==> src/rtl/core/fwdr_pkg.sv <==
// Shared types and constants for the FIFO with delete and reverse.
`default_nettype none

package fwdr_pkg;

    localparam int DEPTH_DEF = 16;  // default number of entries
    localparam int REQ_W     = 3;   // request code width
    localparam int VAL_W     = 32;  // entry width
    localparam int STS_W     = 2;   // status width
    localparam int CNT_W     = 5;   // width of the reported counts

    typedef enum logic [REQ_W-1:0] {
        REQ_ENQ  = 3'd0,
        REQ_DEQ  = 3'd1,
        REQ_DEL  = 3'd2,
        REQ_REV  = 3'd3,
        REQ_READ = 3'd4
    } t_req;

    typedef enum logic [STS_W-1:0] {
        STS_OK       = 2'd0,
        STS_EMPTY    = 2'd1,
        STS_FULL     = 2'd2,
        STS_NOTFOUND = 2'd3
    } t_status;

    typedef enum logic [3:0] {
        ST_IDLE,
        ST_DQ,
        ST_SCAN,
        ST_SHIFT,
        ST_RV_RB,
        ST_RV_WA,
        ST_RV_WB,
        ST_RO_RD,
        ST_RO_EMIT,
        ST_RESP
    } t_state;

endpackage

`default_nettype wire

==> src/rtl/core/fwdr_if.sv <==
// Valid/ready channels for requests and results.
`default_nettype none

interface fwdr_req_if;
    import fwdr_pkg::*;

    logic                    valid;
    logic                    ready;
    logic [REQ_W-1:0]        req_type;
    logic signed [VAL_W-1:0] data_value;

    modport source (output valid, output req_type, output data_value, input ready);
    modport sink   (input valid, input req_type, input data_value, output ready);
endinterface

interface fwdr_rsp_if;
    import fwdr_pkg::*;

    logic                    valid;
    logic                    ready;
    logic signed [VAL_W-1:0] out_value;
    logic                    is_even;
    logic [STS_W-1:0]        status;
    logic [CNT_W-1:0]        occupancy;
    logic [CNT_W-1:0]        even_count;
    logic                    last;

    modport source (output valid, output out_value, output is_even, output status,
                    output occupancy, output even_count, output last, input ready);
    modport sink   (input valid, input out_value, input is_even, input status,
                    input occupancy, input even_count, input last, output ready);
endinterface

`default_nettype wire

==> src/rtl/core/fifo_with_delete_and_reverse.sv <==
// Top level of the bounded FIFO with delete-by-value, reverse and read-out.
//
// A circular queue of DEPTH signed 32-bit words kept in one synchronous RAM
// (one write and one read per cycle, registered read data). Requests arrive
// on i_req and are handled one at a time; results leave on o_rsp through an
// output register, so the next request is taken while a result still waits.
// Reverse swaps one pair of words at a time, read-out reads one word at a time
// and waits while the output register is full, and delete is a scan that
// compares one word per cycle, then a shift that moves one word per cycle.
// The single RAM read port paces these steps. Every result
// reports the occupancy and the count of even words after the request; a
// read-out marks its final word with last. Errors (dequeue or read-out of an
// empty queue, enqueue into a full one, delete of an absent value) give a
// status code and leave the queue untouched. No clearing pass follows reset.
`default_nettype none

module fifo_with_delete_and_reverse #(
    parameter int DEPTH = fwdr_pkg::DEPTH_DEF
) (
    input  wire logic  i_clk,
    input  wire logic  i_rst_n,
    fwdr_req_if.sink   i_req,
    fwdr_rsp_if.source o_rsp
);
    import fwdr_pkg::*;

    localparam int AW = $clog2(DEPTH);       // RAM address width
    localparam int CW = $clog2(DEPTH + 1);   // count width, holds DEPTH itself

    // ring position of the k-th word from the head; sum stays below 2*DEPTH
    function automatic logic [AW-1:0] f_slot(input logic [AW-1:0] head,
                                             input logic [CW-1:0] k);
        logic [CW:0] sum;
        sum = (CW+1)'(head) + (CW+1)'(k);
        if (sum >= (CW+1)'(DEPTH)) begin
            sum = sum - (CW+1)'(DEPTH);
        end
        return sum[AW-1:0];
    endfunction

    // control state
    t_state  r_state, n_state;
    logic [AW-1:0] r_head, n_head;
    logic [CW-1:0] r_count, n_count;
    logic [CW-1:0] r_even, n_even;
    logic [CW-1:0] r_idx, n_idx;     // walk index
    logic          r_pend, n_pend;   // a RAM read is in flight

    // request payload and pending result
    logic [VAL_W-1:0] r_val, n_val;
    logic [VAL_W-1:0] r_tmp, n_tmp;
    logic [VAL_W-1:0] r_res_value, n_res_value;
    logic             r_res_has, n_res_has;
    t_status          r_res_status, n_res_status;

    // output register
    logic             r_o_valid, n_o_valid;
    logic [VAL_W-1:0] r_o_value, n_o_value;
    logic             r_o_even, n_o_even;
    t_status          r_o_status, n_o_status;
    logic [CW-1:0]    r_o_occ, n_o_occ;
    logic [CW-1:0]    r_o_evc, n_o_evc;
    logic             r_o_last, n_o_last;

    // RAM port
    logic             w_we, w_re;
    logic [AW-1:0]    w_waddr, w_raddr;
    logic [VAL_W-1:0] w_wdata, w_rdata;

    logic          w_in_acc;
    logic          w_out_free;
    t_req          w_req;
    logic [CW-1:0] w_half;
    logic          w_match;

    assign w_in_acc   = i_req.valid && i_req.ready;
    assign w_out_free = !r_o_valid || o_rsp.ready;
    assign w_req      = t_req'(i_req.req_type);
    assign w_half     = r_count >> 1;
    assign w_match    = r_pend && (w_rdata == r_val);

    assign i_req.ready = (r_state == ST_IDLE);

    fwdr_ram #(
        .DEPTH (DEPTH)
    ) u_ram (
        .i_clk   (i_clk),
        .i_we    (w_we),
        .i_waddr (w_waddr),
        .i_wdata (w_wdata),
        .i_re    (w_re),
        .i_raddr (w_raddr),
        .o_rdata (w_rdata)
    );

    // next state
    always_comb begin
        n_state = r_state;
        case (r_state)
            ST_IDLE: begin
                if (w_in_acc) begin
                    case (w_req)
                        REQ_DEQ:  n_state = (r_count == '0) ? ST_RESP : ST_DQ;
                        REQ_DEL:  n_state = ST_SCAN;
                        REQ_REV:  n_state = (w_half == '0) ? ST_RESP : ST_RV_RB;
                        REQ_READ: n_state = (r_count == '0) ? ST_RESP : ST_RO_RD;
                        default:  n_state = ST_RESP;
                    endcase
                end
            end
            ST_DQ: n_state = ST_RESP;
            ST_SCAN: begin
                if (w_match) begin
                    n_state = ST_SHIFT;
                end else if (r_idx >= r_count) begin
                    n_state = ST_RESP;
                end
            end
            ST_SHIFT: begin
                if ((r_idx >= r_count) && !r_pend) begin
                    n_state = ST_RESP;
                end
            end
            ST_RV_RB: n_state = ST_RV_WA;
            ST_RV_WA: n_state = ST_RV_WB;
            ST_RV_WB: n_state = ((r_idx + CW'(1)) < w_half) ? ST_RV_RB : ST_RESP;
            ST_RO_RD: n_state = w_out_free ? ST_RO_EMIT : ST_RO_RD;
            ST_RO_EMIT: n_state = ((r_idx + CW'(1)) == r_count) ? ST_IDLE : ST_RO_RD;
            ST_RESP: n_state = w_out_free ? ST_IDLE : ST_RESP;
            default: n_state = ST_IDLE;
        endcase
    end

    // datapath, RAM port and output register
    always_comb begin
        n_head       = r_head;
        n_count      = r_count;
        n_even       = r_even;
        n_idx        = r_idx;
        n_pend       = r_pend;
        n_val        = r_val;
        n_tmp        = r_tmp;
        n_res_value  = r_res_value;
        n_res_has    = r_res_has;
        n_res_status = r_res_status;
        // drop the output word once it is taken
        n_o_valid    = r_o_valid && !o_rsp.ready;
        n_o_value    = r_o_value;
        n_o_even     = r_o_even;
        n_o_status   = r_o_status;
        n_o_occ      = r_o_occ;
        n_o_evc      = r_o_evc;
        n_o_last     = r_o_last;
        w_we         = 1'b0;
        w_waddr      = r_head;
        w_wdata      = r_val;
        w_re         = 1'b0;
        w_raddr      = r_head;

        case (r_state)
            ST_IDLE: begin
                if (w_in_acc) begin
                    n_val        = i_req.data_value;
                    n_idx        = '0;
                    n_pend       = 1'b0;
                    n_res_value  = '0;
                    n_res_has    = 1'b0;
                    n_res_status = STS_OK;
                    case (w_req)
                        REQ_ENQ: begin
                            if (r_count >= CW'(DEPTH)) begin
                                n_res_status = STS_FULL;
                            end else begin
                                w_we    = 1'b1;
                                w_waddr = f_slot(r_head, r_count);
                                w_wdata = i_req.data_value;
                                n_count = r_count + CW'(1);
                                if (!i_req.data_value[0]) begin
                                    n_even = r_even + CW'(1);
                                end
                            end
                        end
                        REQ_DEQ: begin
                            if (r_count == '0) begin
                                n_res_status = STS_EMPTY;
                            end else begin
                                w_re    = 1'b1;
                                w_raddr = r_head;
                            end
                        end
                        REQ_REV: begin
                            if (w_half != '0) begin
                                w_re    = 1'b1;
                                w_raddr = r_head;
                            end
                        end
                        REQ_READ: begin
                            if (r_count == '0) begin
                                n_res_status = STS_EMPTY;
                            end
                        end
                        default: begin
                            n_res_status = STS_OK;
                        end
                    endcase
                end
            end
            ST_DQ: begin
                n_res_value = w_rdata;
                n_res_has   = 1'b1;
                n_head      = (r_head == AW'(DEPTH - 1)) ? '0 : r_head + AW'(1);
                n_count     = r_count - CW'(1);
                if (!w_rdata[0]) begin
                    n_even = r_even - CW'(1);
                end
            end
            ST_SCAN: begin
                // on a hit r_idx already points one past the match: first source
                if (w_match) begin
                    n_pend = 1'b0;
                end else if (r_idx < r_count) begin
                    w_re    = 1'b1;
                    w_raddr = f_slot(r_head, r_idx);
                    n_idx   = r_idx + CW'(1);
                    n_pend  = 1'b1;
                end else begin
                    n_pend       = 1'b0;
                    n_res_status = STS_NOTFOUND;
                end
            end
            ST_SHIFT: begin
                // word read from r_idx-1 lands one place nearer the head
                if (r_pend) begin
                    w_we    = 1'b1;
                    w_waddr = f_slot(r_head, r_idx - CW'(2));
                    w_wdata = w_rdata;
                end
                if (r_idx < r_count) begin
                    w_re    = 1'b1;
                    w_raddr = f_slot(r_head, r_idx);
                    n_idx   = r_idx + CW'(1);
                    n_pend  = 1'b1;
                end else begin
                    n_pend = 1'b0;
                    if (!r_pend) begin
                        n_count = r_count - CW'(1);
                        if (!r_val[0]) begin
                            n_even = r_even - CW'(1);
                        end
                    end
                end
            end
            ST_RV_RB: begin
                n_tmp   = w_rdata;
                w_re    = 1'b1;
                w_raddr = f_slot(r_head, r_count - CW'(1) - r_idx);
            end
            ST_RV_WA: begin
                w_we    = 1'b1;
                w_waddr = f_slot(r_head, r_idx);
                w_wdata = w_rdata;
            end
            ST_RV_WB: begin
                w_we    = 1'b1;
                w_waddr = f_slot(r_head, r_count - CW'(1) - r_idx);
                w_wdata = r_tmp;
                n_idx   = r_idx + CW'(1);
                if ((r_idx + CW'(1)) < w_half) begin
                    w_re    = 1'b1;
                    w_raddr = f_slot(r_head, r_idx + CW'(1));
                end
            end
            ST_RO_RD: begin
                if (w_out_free) begin
                    w_re    = 1'b1;
                    w_raddr = f_slot(r_head, r_idx);
                end
            end
            ST_RO_EMIT: begin
                n_o_valid  = 1'b1;
                n_o_value  = w_rdata;
                n_o_even   = !w_rdata[0];
                n_o_status = STS_OK;
                n_o_occ    = r_count;
                n_o_evc    = r_even;
                n_o_last   = ((r_idx + CW'(1)) == r_count);
                n_idx      = r_idx + CW'(1);
            end
            ST_RESP: begin
                if (w_out_free) begin
                    n_o_valid  = 1'b1;
                    n_o_value  = r_res_has ? r_res_value : '0;
                    n_o_even   = r_res_has && !r_res_value[0];
                    n_o_status = r_res_status;
                    n_o_occ    = r_count;
                    n_o_evc    = r_even;
                    n_o_last   = 1'b1;
                end
            end
            default: begin
                n_pend = 1'b0;
            end
        endcase
    end

    always_ff @(posedge i_clk) begin
        if (!i_rst_n) begin
            r_state   <= ST_IDLE;
            r_head    <= '0;
            r_count   <= '0;
            r_even    <= '0;
            r_idx     <= '0;
            r_pend    <= 1'b0;
            r_o_valid <= 1'b0;
        end else begin
            r_state   <= n_state;
            r_head    <= n_head;
            r_count   <= n_count;
            r_even    <= n_even;
            r_idx     <= n_idx;
            r_pend    <= n_pend;
            r_o_valid <= n_o_valid;
        end
    end

    always_ff @(posedge i_clk) begin
        r_val        <= n_val;
        r_tmp        <= n_tmp;
        r_res_value  <= n_res_value;
        r_res_has    <= n_res_has;
        r_res_status <= n_res_status;
        r_o_value    <= n_o_value;
        r_o_even     <= n_o_even;
        r_o_status   <= n_o_status;
        r_o_occ      <= n_o_occ;
        r_o_evc      <= n_o_evc;
        r_o_last     <= n_o_last;
    end

    // counts are reported in five bits
    assign o_rsp.valid      = r_o_valid;
    assign o_rsp.out_value  = r_o_value;
    assign o_rsp.is_even    = r_o_even;
    assign o_rsp.status     = r_o_status;
    assign o_rsp.occupancy  = CNT_W'(r_o_occ);
    assign o_rsp.even_count = CNT_W'(r_o_evc);
    assign o_rsp.last       = r_o_last;

    a_count_bound: assert property (@(posedge i_clk) disable iff (!i_rst_n)
        r_count <= CW'(DEPTH))
        else $error("occupancy exceeds depth");

    a_even_bound: assert property (@(posedge i_clk) disable iff (!i_rst_n)
        r_even <= r_count)
        else $error("even count exceeds occupancy");

    a_enq_grow: assert property (@(posedge i_clk) disable iff (!i_rst_n)
        (w_in_acc && (w_req == REQ_ENQ) && (r_count < CW'(DEPTH)))
        |=> (r_count == $past(r_count) + CW'(1)))
        else $error("enqueue did not advance the occupancy");

    a_even_parity: assert property (@(posedge i_clk) disable iff (!i_rst_n)
        (r_o_valid && r_o_even) |-> !r_o_value[0])
        else $error("even flag set on an odd word");

endmodule

`default_nettype wire

==> src/rtl/core/fwdr_ram.sv <==
// Entry store: one write port, one read port, registered read data.
`default_nettype none

module fwdr_ram #(
    parameter int  DEPTH = fwdr_pkg::DEPTH_DEF,
    localparam int AW    = $clog2(DEPTH)
) (
    input  wire logic                     i_clk,
    input  wire logic                     i_we,
    input  wire logic [AW-1:0]            i_waddr,
    input  wire logic [fwdr_pkg::VAL_W-1:0] i_wdata,
    input  wire logic                     i_re,
    input  wire logic [AW-1:0]            i_raddr,
    output logic      [fwdr_pkg::VAL_W-1:0] o_rdata
);
    import fwdr_pkg::*;

    logic [VAL_W-1:0] r_mem [DEPTH];
    logic [VAL_W-1:0] r_rdata;

    always_ff @(posedge i_clk) begin
        if (i_we) begin
            r_mem[i_waddr] <= i_wdata;
        end
    end

    // hold read data until the next read
    always_ff @(posedge i_clk) begin
        if (i_re) begin
            r_rdata <= r_mem[i_raddr];
        end
    end

    assign o_rdata = r_rdata;

endmodule

`default_nettype wire

==> src/flat_wrapper.sv <==
// flat-port wrapper written by rule: the top's interface ports become plain ports
module fifo_with_delete_and_reverse_flat import fwdr_pkg::*;
#(
    parameter int DEPTH = fwdr_pkg::DEPTH_DEF
)
  (i_clk, i_rst_n, i_req_valid, i_req_req_type, i_req_data_value, i_req_ready, o_rsp_valid, o_rsp_out_value, o_rsp_is_even, o_rsp_status, o_rsp_occupancy, o_rsp_even_count, o_rsp_last, o_rsp_ready);
  fwdr_req_if i_req_i ();
  fwdr_rsp_if o_rsp_i ();
  input  wire logic i_clk;
  input  wire logic i_rst_n;
  input wire logic [$bits(i_req_i.valid)-1:0] i_req_valid;
  input wire logic [$bits(i_req_i.req_type)-1:0] i_req_req_type;
  input wire logic [$bits(i_req_i.data_value)-1:0] i_req_data_value;
  output wire logic [$bits(i_req_i.ready)-1:0] i_req_ready;
  output wire logic [$bits(o_rsp_i.valid)-1:0] o_rsp_valid;
  output wire logic [$bits(o_rsp_i.out_value)-1:0] o_rsp_out_value;
  output wire logic [$bits(o_rsp_i.is_even)-1:0] o_rsp_is_even;
  output wire logic [$bits(o_rsp_i.status)-1:0] o_rsp_status;
  output wire logic [$bits(o_rsp_i.occupancy)-1:0] o_rsp_occupancy;
  output wire logic [$bits(o_rsp_i.even_count)-1:0] o_rsp_even_count;
  output wire logic [$bits(o_rsp_i.last)-1:0] o_rsp_last;
  input wire logic [$bits(o_rsp_i.ready)-1:0] o_rsp_ready;
  assign i_req_i.valid = i_req_valid;
  assign i_req_i.req_type = i_req_req_type;
  assign i_req_i.data_value = i_req_data_value;
  assign i_req_ready = i_req_i.ready;
  assign o_rsp_valid = o_rsp_i.valid;
  assign o_rsp_out_value = o_rsp_i.out_value;
  assign o_rsp_is_even = o_rsp_i.is_even;
  assign o_rsp_status = o_rsp_i.status;
  assign o_rsp_occupancy = o_rsp_i.occupancy;
  assign o_rsp_even_count = o_rsp_i.even_count;
  assign o_rsp_last = o_rsp_i.last;
  assign o_rsp_i.ready = o_rsp_ready;
  fifo_with_delete_and_reverse #(.DEPTH(DEPTH)) u_core (.i_clk(i_clk), .i_rst_n(i_rst_n), .i_req(i_req_i), .o_rsp(o_rsp_i));
endmodule
==> config.mk <==
export PLATFORM = sky130hd
export DESIGN_NAME = fifo_with_delete_and_reverse_flat
export DESIGN_NICKNAME = d
export VERILOG_FILES = /design/src/rtl/core/fwdr_pkg.sv /design/src/rtl/core/fwdr_if.sv /design/src/rtl/core/fifo_with_delete_and_reverse.sv /design/src/rtl/core/fwdr_ram.sv /design/src/flat_wrapper.sv
export SDC_FILE = /design/constraint.sdc
export NUM_CORES = 1
export LEC_CHECK = 0
export BUFFER_PORTS_ARGS = -buffer_cell sky130_fd_sc_hd__buf_2
export CELL_PAD_IN_SITES_DETAIL_PLACEMENT = 0
export CELL_PAD_IN_SITES_GLOBAL_PLACEMENT = 1
export CORE_MARGIN = 3
export CORE_UTILIZATION = 30
export DETAILED_ROUTE_END_ITERATION = 10
export PLACE_DENSITY_LB_ADDON = 0.08
export SKIP_CTS_REPAIR_TIMING = 1
export SLEW_MARGIN = 5
export SYNTH_ARGS = -nofsm -noshare
export SYNTH_HDL_FRONTEND = slang
export SYNTH_HIERARCHICAL = 1
export SYNTH_SLANG_ARGS = --single-unit
export TNS_END_PERCENT = 20
==> constraint.sdc <==
create_clock -name i_clk -period 15.8 [get_ports i_clk]
set_input_delay 3.16 -clock i_clk [delete_from_list [all_inputs] [get_ports i_clk]]
set_output_delay 3.16 -clock i_clk [all_outputs]
set_load 0.01 [all_outputs]
==> impl_metrics.csv <==
group,metric,value,unit
outcome,status,"complete, no violations",
synth,synth.yosys.seq_area_share,72.2,%
final_layout,seqCellArea,21200,um^2
final_layout,drive_gt1_share,22.3,%
route,viasPerCell,5.11,
route,drt-pass1-iter-count,6,
sta,finalSetupViolations,0,
pwr,powerDensity,191,nW/um^2
critical_path,crit_type,"input port to flop",
synth,yosysTopAreaCellShare,70.5,%
floorplan,start_util,30.3,%
placed_design,place_congestion,0.761,
final_layout,nets,1878,
final_layout,multi_input_area,7780,um^2
cts,cts_buffers,83,
floorplan,core-area,96900,um^2
cts,clock_sinks,714,
synth,yosys-top-cells-count,"689 x edfxtp_1, 194 x nand2_1, 128 x mux4_2, 67 x a22oi_1, 53 x clkbuf_1",
sta,fin_crit_sh,45.5,%
floorplan,ios,87,
sta,tightest_slew,1280,ps
final_layout,fin_util,35.2,%
hold_path,hp-class,"flop to flop",
critical_path,crit_fanout,38,
critical_path,reg2reg_from,"u_core/r_idx[1]",
synth,ys.flop_type,"edfxtp_1",
sta,hold_slack,454,ps
flow_run,drv_cap,0,
sta,drv_slew,0,
synth,synthDistinctLibCells,74,
sta,fin_crit,7190,ps
cts,insertion_delay,640,ps
cts,htreeDepth,3,
synth,synthMostInstantiatedCell,"edfxtp_1",
route,wl_per_cell,26.5,um
cts,tritoncts,"built",
synth,syn_area_per_cell,17.4,um^2
sta,slew_headroom,14.7,%
route,drc_errors,0,
global_route,overflow,0,
global_route,grt_max_degree,92,
route,wirelength,83100,um
synth,synth-seq-cells,714,
sta,max_freq,0.139,GHz
critical_path,critical_path_required,16070,ps
final_layout,area_delta_synth_final,16.2,%
placed_design,port_buffers,86,
synth,synth.area.top_cells,"edfxtp_1 70%, mux4_2 9.8%, nand2_1 2.5%",
cts,path_clk_slew,60,ps
route,antenna_left,0,
floorplan,dieHeight,319,um
route,via_count,16100,
critical_path,crit_path_start_kind,"input port",
floorplan,die_area,102000,um^2
synth,synth_edf_count,689,
route,drtIter0Drc,1699,
pwr,ir_drop,0.0953,mV
critical_path,endpoint_kind,"flop",
global_route,grt_pass1_wl,121000,um
sta,hold_viol,0,
critical_path,worstPathArrival,7460,ps
cts,clk_path_buf_depth,3,
hold_path,hp-start,"u_core/r_even[4]",
synth,synthesis.nets,1770,
synth,ys_warn_count,6,
critical_path,startpoint,"i_req_valid",
synth,synthCells,1690,
final_layout,diodes,0,
synth,synth_top_cell_by_area,"edfxtp_1",
synth,synthArstFlopShare,0,%
global_route,antenna_found_initial,2,
floorplan,num_rows,114,
global_route,grtUsageTotal,16.3,%
cts,ctsRootBufferMaster,"clkbuf_16",
synth,synth_area,29400,um^2
sta,fin_skew,28.1,ps
pwr,p_leak,11.3,nW
sta,fin_setup_tns,0,ps
floorplan,die_w,319,um
placed_design,post-dp-hpwl,51500,um
global_route,grt_pass1_vias,16300,
final_layout,fill_cells,9107,
sta,rsz0062_at_grt,"false",
[cell usage in the layout, fill, tap and decap left out, drive strengths merged, types with 5 or more instances in the layout]
cell type,count
nor2b,7
dfxtp,25
a21o,11
nand2,195
or3,5
xor2,42
ha,34
clkinv,38
a222oi,32
o21ai,51
nor3,14
edfxtp,689
buf,120
mux2i,6
a31oi,6
xnor2,21
a21oi,34
nor4,14
bufinv,9
clkbuf,104
o221ai,7
mux4,128
a211oi,6
fa,7
nand3,18
a22oi,67
and3,39
inv,36
nor2,38
nand2b,6
[power by group]
part / leakage, nW / switching, mW / internal [mW]
combinational: 3.52 / 1.21 / 0.690
clock: 1.32 / 0.768 / 1.14
sequential: 6.47 / 0.176 / 2.53
total: 11.3 / 2.16 / 4.36
[path summary, 6_finish.rpt]
path / end / slack [ps] / depth (start not counted)
setup / recovery: u_core/u_ram/r_mem[3][12] / 8610 / 10
hold / removal: u_core/o_rsp.even_count[4] / 450 / 0
setup reg to reg: u_core/u_ram/o_rdata[9] / 9220 / 14
hold reg to reg: u_core/o_rsp.even_count[4] / 450 / 0
[logic make-up (layout without fill, tap and decap cells)]
group	count (synthesis)	after routing	share of synthesized area (%)
AOI/OAI and AO/OA	248	248	6.12
xor gates and xnor gates	65	65	2.03
adders and majority gates	41	41	1.93
buffers and inverters	133	309	2.06
DFF	714	714	72.2
muxes	134	134	10.0
and+or+nand+nor	355	355	5.65
[flip-flops by register name (all words and copies together) (netlist names), 32 cells and up]
register	cells
u_core/u_ram/r_mem	512
u_core/o_rsp.out_value	32
u_core/r_res_value	32
u_core/r_tmp	32
u_core/r_val	32
u_core/u_ram/o_rdata	32
[stage by stage]
| stage | setup slack, ps | cell area [um^2] | power, mW | instances |
|---|---|---|---|---|
| floorplan | 8020 | 29400 | 3.94 | 1690 |
| global placement | 7870 | 31400 | 4.68 | 2989 |
| detailed placement | 7850 | 31400 | 4.68 | 2989 |
| CTS | 8530 | 34100 | 6.63 | 3142 |
| global route | 8290 | 34100 | 6.87 | 3142 |
| finish | 8610 | 34100 | 6.52 | 3142 |
[critical path, stage by stage]
cell and delay, ps:
buf_2 130, nand2_2 210, nor2_4 60, buf_4 290
o22ai_4 900, inv_1 400, o21ai_0 1010, nand2_1 500
nor2_4 200, buf_4 520
[metal layers]
metal	share of wire (%)	vias up	GRT usage, %
li1	-	6996	-
met1	50	8472	25.8
met2	42	491	23.2
met3	5.6	92	2.53
met4	2.0	0	4.31
met5	0	-	0
[area by class of cell]
cell class	instances	area share, %
flip-flops and latches	714	62.1
multi-input cells	843	22.8
clock buffers	104	6.51
well taps	1276	4.68
repair buffers	120	2.05
clock inverters	49	1.45
inverters	36	0.396
No activity file was read; power rests on OpenSTA's default activity.
